`config.mk`:
```
export PLATFORM = sky130hd
export DESIGN_NAME = mt_ctrl
export DESIGN_NICKNAME = d
export VERILOG_FILES = /design/src/mt_pkg.sv /design/src/mt_ctrl.sv
export SDC_FILE = /design/constraint.sdc
export NUM_CORES = 1
export LEC_CHECK = 0
export BUFFER_PORTS_ARGS = -buffer_cell sky130_fd_sc_hd__buf_2
export CAP_MARGIN = 20
export CELL_PAD_IN_SITES_DETAIL_PLACEMENT = 1
export CELL_PAD_IN_SITES_GLOBAL_PLACEMENT = 1
export CORE_AREA = 4 4 41 43
export DETAILED_ROUTE_END_ITERATION = 7
export DIE_AREA = 0 0 45 47
export PLACE_DENSITY_LB_ADDON = 0.1
export SETUP_SLACK_MARGIN = 0.02
export SKIP_CTS_REPAIR_TIMING = 1
export SYNTH_ARGS = -nofsm -noshare
export SYNTH_HDL_FRONTEND = slang
export SYNTH_SLANG_ARGS = --single-unit
```
`constraint.sdc`:
```
create_clock -name clk_i -period 1.6 [get_ports clk_i]
set_input_delay 0.24 -clock clk_i [delete_from_list [all_inputs] [get_ports clk_i]]
set_output_delay 0.24 -clock clk_i [all_outputs]
set_load 0.05 [all_outputs]
```
`src/mt_pkg.sv`:
```
package mt_pkg;

  localparam int WORD_W        = 32;
  localparam int STATE_DEPTH   = 624;
  localparam int MIDDLE_OFFSET = 397;
  localparam int ADDR_W        = $clog2(STATE_DEPTH);

  localparam logic [ADDR_W-1:0] LAST_IDX  = ADDR_W'(STATE_DEPTH - 1);
  localparam logic [ADDR_W-1:0] DEPTH_IDX = ADDR_W'(STATE_DEPTH);
  localparam logic [ADDR_W-1:0] MID_FWD   = ADDR_W'(MIDDLE_OFFSET);
  localparam logic [ADDR_W-1:0] MID_WRAP  = ADDR_W'(STATE_DEPTH - MIDDLE_OFFSET);

  localparam logic [WORD_W-1:0] TWIST_MATRIX = 32'h9908_b0df;
  localparam logic [WORD_W-1:0] TEMPER_B     = 32'h9d2c_5680;
  localparam logic [WORD_W-1:0] TEMPER_C     = 32'hefc6_0000;
  localparam logic [WORD_W-1:0] LCG_MULT     = 32'd69069;
  localparam logic [WORD_W-1:0] SEED_RESET   = 32'd4357;

  localparam logic [1:0] ACT_RESEED = 2'd0;
  localparam logic [1:0] ACT_LOAD   = 2'd1;
  localparam logic [1:0] ACT_NEXT   = 2'd2;

  typedef enum logic [2:0] {
    ST_IDLE,
    ST_SEED_HI,
    ST_SEED_LO,
    ST_TW_PRE,
    ST_TW_RD,
    ST_TW_WR,
    ST_GEN_RD,
    ST_GEN_OUT
  } ctrl_state_e;

  typedef struct packed {
    logic seed_start;
    logic seed_hi;
    logic seed_wr;
    logic tw_pre;
    logic tw_rd;
    logic tw_wr;
    logic load_wr;
    logic gen_out;
  } cmd_t;

  typedef struct packed {
    logic pos_full;
    logic idx_last;
    logic out_free;
  } sts_t;

endpackage

```
`src/mt_ctrl.sv`:
```
module mt_ctrl (
  input  logic          clk_i,
  input  logic          rst_ni,
  input  logic          in_valid_i,
  input  logic [1:0]    action_i,
  output logic          in_ready_o,
  input  mt_pkg::sts_t  sts_i,
  output mt_pkg::cmd_t  cmd_o
);

  mt_pkg::ctrl_state_e state_q, state_d;

  always_ff @(posedge clk_i or negedge rst_ni) begin
    if (!rst_ni) begin
      state_q <= mt_pkg::ST_SEED_HI;
    end else begin
      state_q <= state_d;
    end
  end

  always_comb begin
    state_d    = state_q;
    cmd_o      = '0;
    in_ready_o = 1'b0;
    case (state_q)
      mt_pkg::ST_IDLE: begin
        in_ready_o = 1'b1;
        if (in_valid_i) begin
          case (action_i)
            mt_pkg::ACT_RESEED: begin
              cmd_o.seed_start = 1'b1;
              state_d          = mt_pkg::ST_SEED_HI;
            end
            mt_pkg::ACT_LOAD: begin
              cmd_o.load_wr = 1'b1;
            end
            mt_pkg::ACT_NEXT: begin
              state_d = sts_i.pos_full ? mt_pkg::ST_TW_PRE : mt_pkg::ST_GEN_OUT;
            end
            default: ;
          endcase
        end
      end
      mt_pkg::ST_SEED_HI: begin
        cmd_o.seed_hi = 1'b1;
        state_d       = mt_pkg::ST_SEED_LO;
      end
      mt_pkg::ST_SEED_LO: begin
        cmd_o.seed_wr = 1'b1;
        state_d       = sts_i.idx_last ? mt_pkg::ST_IDLE : mt_pkg::ST_SEED_HI;
      end
      mt_pkg::ST_TW_PRE: begin
        cmd_o.tw_pre = 1'b1;
        state_d      = mt_pkg::ST_TW_RD;
      end
      mt_pkg::ST_TW_RD: begin
        cmd_o.tw_rd = 1'b1;
        state_d     = mt_pkg::ST_TW_WR;
      end
      mt_pkg::ST_TW_WR: begin
        cmd_o.tw_wr = 1'b1;
        state_d     = sts_i.idx_last ? mt_pkg::ST_GEN_RD : mt_pkg::ST_TW_RD;
      end
      mt_pkg::ST_GEN_RD: begin
        state_d = mt_pkg::ST_GEN_OUT;
      end
      mt_pkg::ST_GEN_OUT: begin
        if (sts_i.out_free) begin
          cmd_o.gen_out = 1'b1;
          state_d       = mt_pkg::ST_IDLE;
        end
      end
      default: begin
        state_d = mt_pkg::ST_IDLE;
      end
    endcase
  end

endmodule

```
# [After elaboration in Yosys (flattened, before gate mapping)]
# Index checks and enable logic that the tools add are counted.
# Widths: inputs -> output; s select.
[word_totals] reg_bits=3 latchBits=0 mem_bits_rw=0 mem_bits_ro=0 in_bits=8 out_inout_bits=9 word_cells=37 memories=0
[classes] add_sub_neg=0 multipliers=0 div_mod_pow=0 order_cmp=0 n_eq_ne=12 shifts=0 muxes=21 bitwise=0 n_reduce_logical=3
[op_table] cell="$pmux 3 s8" count=1
[op_table] cell="$mux 1" count=15
[op_table] cell="$eq 3x3->1 const B" count=4
[op_table] cell="$mux 3" count=3
[op_table] cell="$eq 3x2->1 const B" count=2
[op_table] cell="$pmux 3 s2" count=1
[op_table] cell="$ne 2x2->1 const B" count=2
[op_table] cell="$eq 3x1->1 const B" count=1
[op_table] cell="$logic_not 3->1" count=1
[op_table] cell="$ne 3x1->1 const B" count=1
[op_table] cell="$reduce_and 3->1" count=1
[op_table] cell="$eq 2x1->1 const B" count=1
[op_table] cell="$eq 2x2->1 const B" count=1
[op_table] cell="$logic_not 2->1" count=1
[op_table] cell="$mux 2" count=1

# [Depth between registers and ports, before layout]
# Gate-level depths: netlist of the first run.
[depth] word_depth=4 ltp_mapped=4 depth_no_buf=3

# [Worst setup path after synthesis of the first run]
# No wires, ideal clock.
[synth_path] path_type="reg-to-output" from="register state_q[1]" to="output cmd_o[7] in the netlist's numbering" t_arrival_ps=2386 required_ps=1360 setup_slack_ps=-1026 stages_incl_launch_ff=4 n_path_buf=1 cell_sequence="dfrtp_1 > buf_6 > nor3_2 > nor3b_1"
[synth_rtl] item="start: declaration" line="mt_ctrl.sv:11" source="mt_pkg::ctrl_state_e state_q, state_d;"
[synth_rtl] item="start signal: assignment" line="mt_ctrl.sv:15" source="state_q <= mt_pkg::ST_SEED_HI;"
[synth_rtl] item="start signal: assignment" line="mt_ctrl.sv:17" source="state_q <= state_d;"
[synth_rtl] item="end: declaration" line="mt_ctrl.sv:8" source="output mt_pkg::cmd_t cmd_o"

==> impl_metrics.ini, run 1 <==
[pwr]
irDropWorstVdd_mv = 0.8515
powerDensity_nw_per_um2 = 2027
leakagePower_nw = 0.2392

[timing]
setup_viol = 0
slew_headroom = 0.8343
slew_viol_final = 0
hold_viol = 0
fmax_mhz = 649.0
skew_ps = 4.328
rsz0062_at_grt = true
min_period_ps = 1541
period_share = 0.9631
holdWs_ps = 287.8
worst_pin_slew_ps = 250.2

[finish]
layout.nets = 66
stdcell_count = 72
multiInputGateArea_um2 = 224.0
stdcell_area_um2 = 505.5
nFillCells = 168
diodes = 0
regMostFlops = state_q
utilization = 0.3885
largest_reg_flops = 3
seq_area_um2 = 77.57
area_growth_pct = 74.89
top_regs = state_q (3)
drive_above_1_share = 0.6842

[cts]
cts_tree = built
clkTransAtPathRegs_ps = 30
htree_levels = 1
worstSkewPairLatency_ps = 240
clkSinkCount = 3
clock_path_buffers = 2
cts_buffers = 3
cts_root_buf = clkbuf_4

[placement]
dp.cells = 63
io_buffers = 16
place_hpwl_um = 675
gp_congestion = 0.7378
placedInstanceArea_um2 = 407.9

[grt]
grt_max_degree = 13
gr-total-overflow = 0
met1_usage = 0.1281
antenna_found_initial = 0
grt_pass1_vias = 327
grt_pass1_wl_um = 1386
busiest_layer = met1
met2_usage = 0.1243
grtUsageTotal = 0.09660
grt_util_met3 = 0.003831

[min_path]
hold_depth = 3
min_from = sts_i[1]
hold_end = state_q[0]
hp-class = in -> reg

[floorplanning]
fp.dieW_um = 45
die_area_um2 = 2115
die_height_um = 47
initial_utilization = 0.2221
rows = 13
core-area_um2 = 1301
ios = 17

[route]
routed_via_density = 4.667
ant_nets = 0
drc_errors = 0
drt-initial-drc-count = 0
dr.pass1.iters = 1
wl_per_cell_um = 13.43
finalWirelength_um = 967
vias = 336

[run]
max-cap-violations = 0

[setup_path]
r2r_end = state_q[1]
critPathMaxFanout = 7
r2r-start = state_q[0]
start_kind = register
required_ps = 1360
end_kind = primary output
r2r_cells = 4
reg2reg_setup_slack_ps = 240
worstSetupPathType = reg -> out
worstPathArrival_ps = 1300

[logic_synthesis]
yosysTopAreaCell = dfrtp_1
ys_ff_latch = 3
netlist_instances = 34
syn_nets = 42
seq_area_frac_synth = 0.2641
syn_avg_cell_area_um2 = 8.501
synth_area_leaders = dfrtp_1 17%, dfstp_2 9.1%, a221oi_2 5.2%
netlist_area_um2 = 289.0
synth_warnings = 0
synth.distinct_cells = 23
synth_top_area_frac = 0.1732

[status]
outcome = complete, no violations
-- per-stage QoR --
stage | setup WS (ps) | power [mW] | TNS (ps)
2_1_floorplan | -162.1 | 0.6963 | -284.4
3_3_place_gp | 181.3 | 0.7849 | 0
3_5_place_dp | 130.1 | 0.7883 | 0
4_1_cts | -127.8 | 0.9307 | -453.6
5_1_grt | -0.08760 | 1.104 | -0.08760
6_report | 59.12 | 1.024 | 0
-- power by group --
group          switching, mW  leakage, nW  internal, mW
combinational          0.417        0.192         0.272
clock                 0.0406       0.0150        0.0935
sequential            0.0756       0.0322         0.125
-- cells in the final DEF (no fill, tap or decap), types with 2 or more instances in the layout --
cell,n
buf_2,10
buf_4,6
clkbuf_4,4
nor2_2,3
and3_1,2
nand2b_1,2
nand2_1,2
o21ai_1,2
a21oi_1,2
buf_6,2
-- worst max-delay path by stage --
stage | from | end | slack (ps) | cells after the start
2_1_floorplan | state_q[1] | cmd_o[7] | -160 | 3
3_3_place_gp | state_q[0] | cmd_o[0] | 180 | 3
3_5_place_dp | state_q[0] | cmd_o[0] | 130 | 3
4_1_cts | state_q[0] | cmd_o[0] | -130 | 3
5_1_grt | state_q[0] | cmd_o[1] | -0.09 | 3
6_report | state_q[0] | cmd_o[1] | 60 | 3
-- critical path, stage by stage, from the launching register on --
cell	delay, ps
dfstp_2	620
nor3_4	70
and4b_2	220
buf_8	150
-- Yosys cell counts --
cell,n
nand2_1,3
nor2_1,3
a21oi_1,2
and3_1,2
buf_2,2
dfrtp_1,2
nand2b_1,2
nor3b_1,2
o21ai_1,2
a21o_1,1
a221oi_2,1
and2_1,1
and4b_1,1
buf_6,1
dfstp_2,1
inv_2,1
mux2_4,1
nand4b_1,1
nor2_2,1
nor2b_1,1
nor3_1,1
nor3_2,1
o2bb2ai_2,1
-- logic make-up (layout without fill, tap and decap cells) --
group	after synthesis	in the layout	synth area share
AO/OA/AOI/OAI	7	7	0.1991
AND/OR/NAND/NOR	19	19	0.3983
buffers and inverters	4	27	0.08657
multiplexers	1	1	0.05193
flip-flops	3	3	0.2641
-- routing by layer --
metal,part of all wire,up-vias
li1,-,167
met1,0.45,152
met2,0.48,14
met5,0,-
met4,0.029,0
met3,0.046,3
-- final cells by class --
| type | count | share of cell area |
|---|---|---|
| multi-input cells | 27 | 0.4431 |
| repair buffers | 22 | 0.3069 |
| well taps | 15 | 0.03713 |
| clock buffers | 4 | 0.05198 |
| flip-flops and latches | 3 | 0.1535 |
| inverters | 1 | 0.007426 |
Power figures use the tool's default switching activity.
==> run 2, diff against run 1 <==
--- a/config.mk
+++ b/config.mk
@@ -9,10 +9,11 @@
 export CAP_MARGIN = 20
 export CELL_PAD_IN_SITES_DETAIL_PLACEMENT = 1
 export CELL_PAD_IN_SITES_GLOBAL_PLACEMENT = 1
-export CORE_AREA = 4 4 41 43
+export CORE_AREA = 2 2 39 41
 export DETAILED_ROUTE_END_ITERATION = 7
-export DIE_AREA = 0 0 45 47
+export DIE_AREA = 0 0 41 43
 export PLACE_DENSITY_LB_ADDON = 0.1
+export REMOVE_ABC_BUFFERS = 1
 export SETUP_SLACK_MARGIN = 0.02
 export SKIP_CTS_REPAIR_TIMING = 1
 export SYNTH_ARGS = -nofsm -noshare
==> run 2 against run 1 <==
Clock skew rose by 2.0 ps. Design area shrank 5.7%. Maximum frequency rose by 1.5%. Highest routed layer is now met3.
==> impl_metrics.ini, run 2 (same netlist as run 1, synthesis figures left out) <==
[status]
outcome = complete, no violations

[floorplanning]
fp.dieW_um = 41
die_area_um2 = 1763
die_height_um = 43
core-area_um2 = 1384
rows = 14
initial_utilization = 0.2089
ios = 17

[pwr]
leakagePower_nw = 0.2259
irDropWorstVdd_mv = 0.6934
total_power_uw = 992.1
powerDensity_nw_per_um2 = 2081

[route]
dr.pass1.iters = 1
drc_errors = 0
drt-initial-drc-count = 0
finalWirelength_um = 942
routed_via_density = 4.681
ant_nets = 0
wl_per_cell_um = 13.08
vias = 337

[timing]
period_share = 0.9489
hold_viol = 0
rsz0062_at_grt = true
fmax_mhz = 658.7
worst_pin_slew_ps = 249.1
skew_ps = 6.361
min_period_ps = 1518
finalSetupTns_ps = 0
setup_viol = 0
slew_viol_final = 0
slew_headroom = 0.8351

[finish]
regMostFlops = state_q
layout.nets = 65
diodes = 0
stdcell_count = 72
area_growth_pct = 64.94
top_regs = state_q (3)
layout_commonest_cell = buf_2
nFillCells = 177
largest_reg_flops = 3
utilization = 0.3445
mostFrequentLayoutCells = 9 x buf_2, 7 x buf_4, 4 x clkbuf_4, 3 x nand2_1
drive_above_1_share = 0.6071

[cts]
clkTransAtPathRegs_ps = 40
cts_tree = built
clock_path_buffers = 2
htree_levels = 1
clkSinkCount = 3
cts_root_buf = clkbuf_4
worstSkewPairLatency_ps = 240
cts_buffers = 3

[grt]
gr-total-overflow = 0
grtUsageTotal = 0.1186
grt_pass1_wl_um = 1366
grt_pass1_vias = 327
grt_max_degree = 13
antenna_found_initial = 0

[setup_path]
crit_path_start = state_q[0]
r2r_end = state_q[1]
worstPathArrival_ps = 1280
crit_buf_inv = 1
critPathMaxFanout = 7
r2r_cells = 4
end_kind = primary output
slowest_delay_ps = 610
reg2reg_setup_slack_ps = 220
cp_slowest_cell = dfstp_2
cpLargestDelayFamily = flip-flops
r2r-start = state_q[0]
worstSetupPathType = reg -> out
crit_chain = nor3b_2, buf_4
required_ps = 1360
start_kind = register

[min_path]
hold_end = state_q[2]
hp-class = in -> reg
min_from = sts_i[2]
hold_depth = 3

[placement]
gp_congestion = 0.6940
io_buffers = 16
dp.cells = 64

[run]
max-cap-violations = 0
run 2: metrics by stage:
step	area, µm²	setup slack [ps]	hold WS, ps
5_1_grt	476.7	14.22	297.6
4_1_cts	401.6	-78.92	-207.7
3_3_place_gp	375.4	192.5	37.08
2_1_floorplan	267.8	-1097	-55.59
3_5_place_dp	375.4	181.3	37.49
6_report	476.7	81.83	292.4
run 2: worst reg2reg max path: cells and delay by family, from the launching register on:
family          cells  cell delay, ps
simple gates        1              60
buf+inv             1             190
flops               1             610
compound gates      2             410
run 2: where the power goes:
| part | internal [mW] | switching (mW) | total [mW] | leakage, nW |
|---|---|---|---|---|
| sequential | 0.125 | 0.0774 | 0.202 | 0.0322 |
| clock | 0.0936 | 0.0417 | 0.135 | 0.0150 |
| combinational | 0.251 | 0.403 | 0.654 | 0.179 |
run 2: how the worst max path moves through the flow:
stage,end,cells past startpoint
finish,cmd_o[6],2
global route,cmd_o[6],2
CTS,cmd_o[0],3
detailed placement,cmd_o[0],3
global placement,cmd_o[0],3
floorplan,cmd_o[7],2
run 2: metal layers:
layer  global-route usage  vias to the layer above  share of wire
met5                    0                        -              0
met4              0.04000                        0              0
met3              0.05236                        0          0.073
met2               0.1938                       14           0.52
met1               0.1290                      161           0.41
li1                     -                      162              -
run 2: area by class of cell:
class / instances / area (µm²) / share of cell area
Inverter: 1 / 3.754 / 0.007874
Timing Repair Buffer: 21 / 142.6 / 0.2992
Clock buffer: 4 / 26.28 / 0.05512
Tap cell: 16 / 20.02 / 0.04199
Sequential cell: 3 / 77.57 / 0.1627
Multi-Input combinational cell: 27 / 206.4 / 0.4331
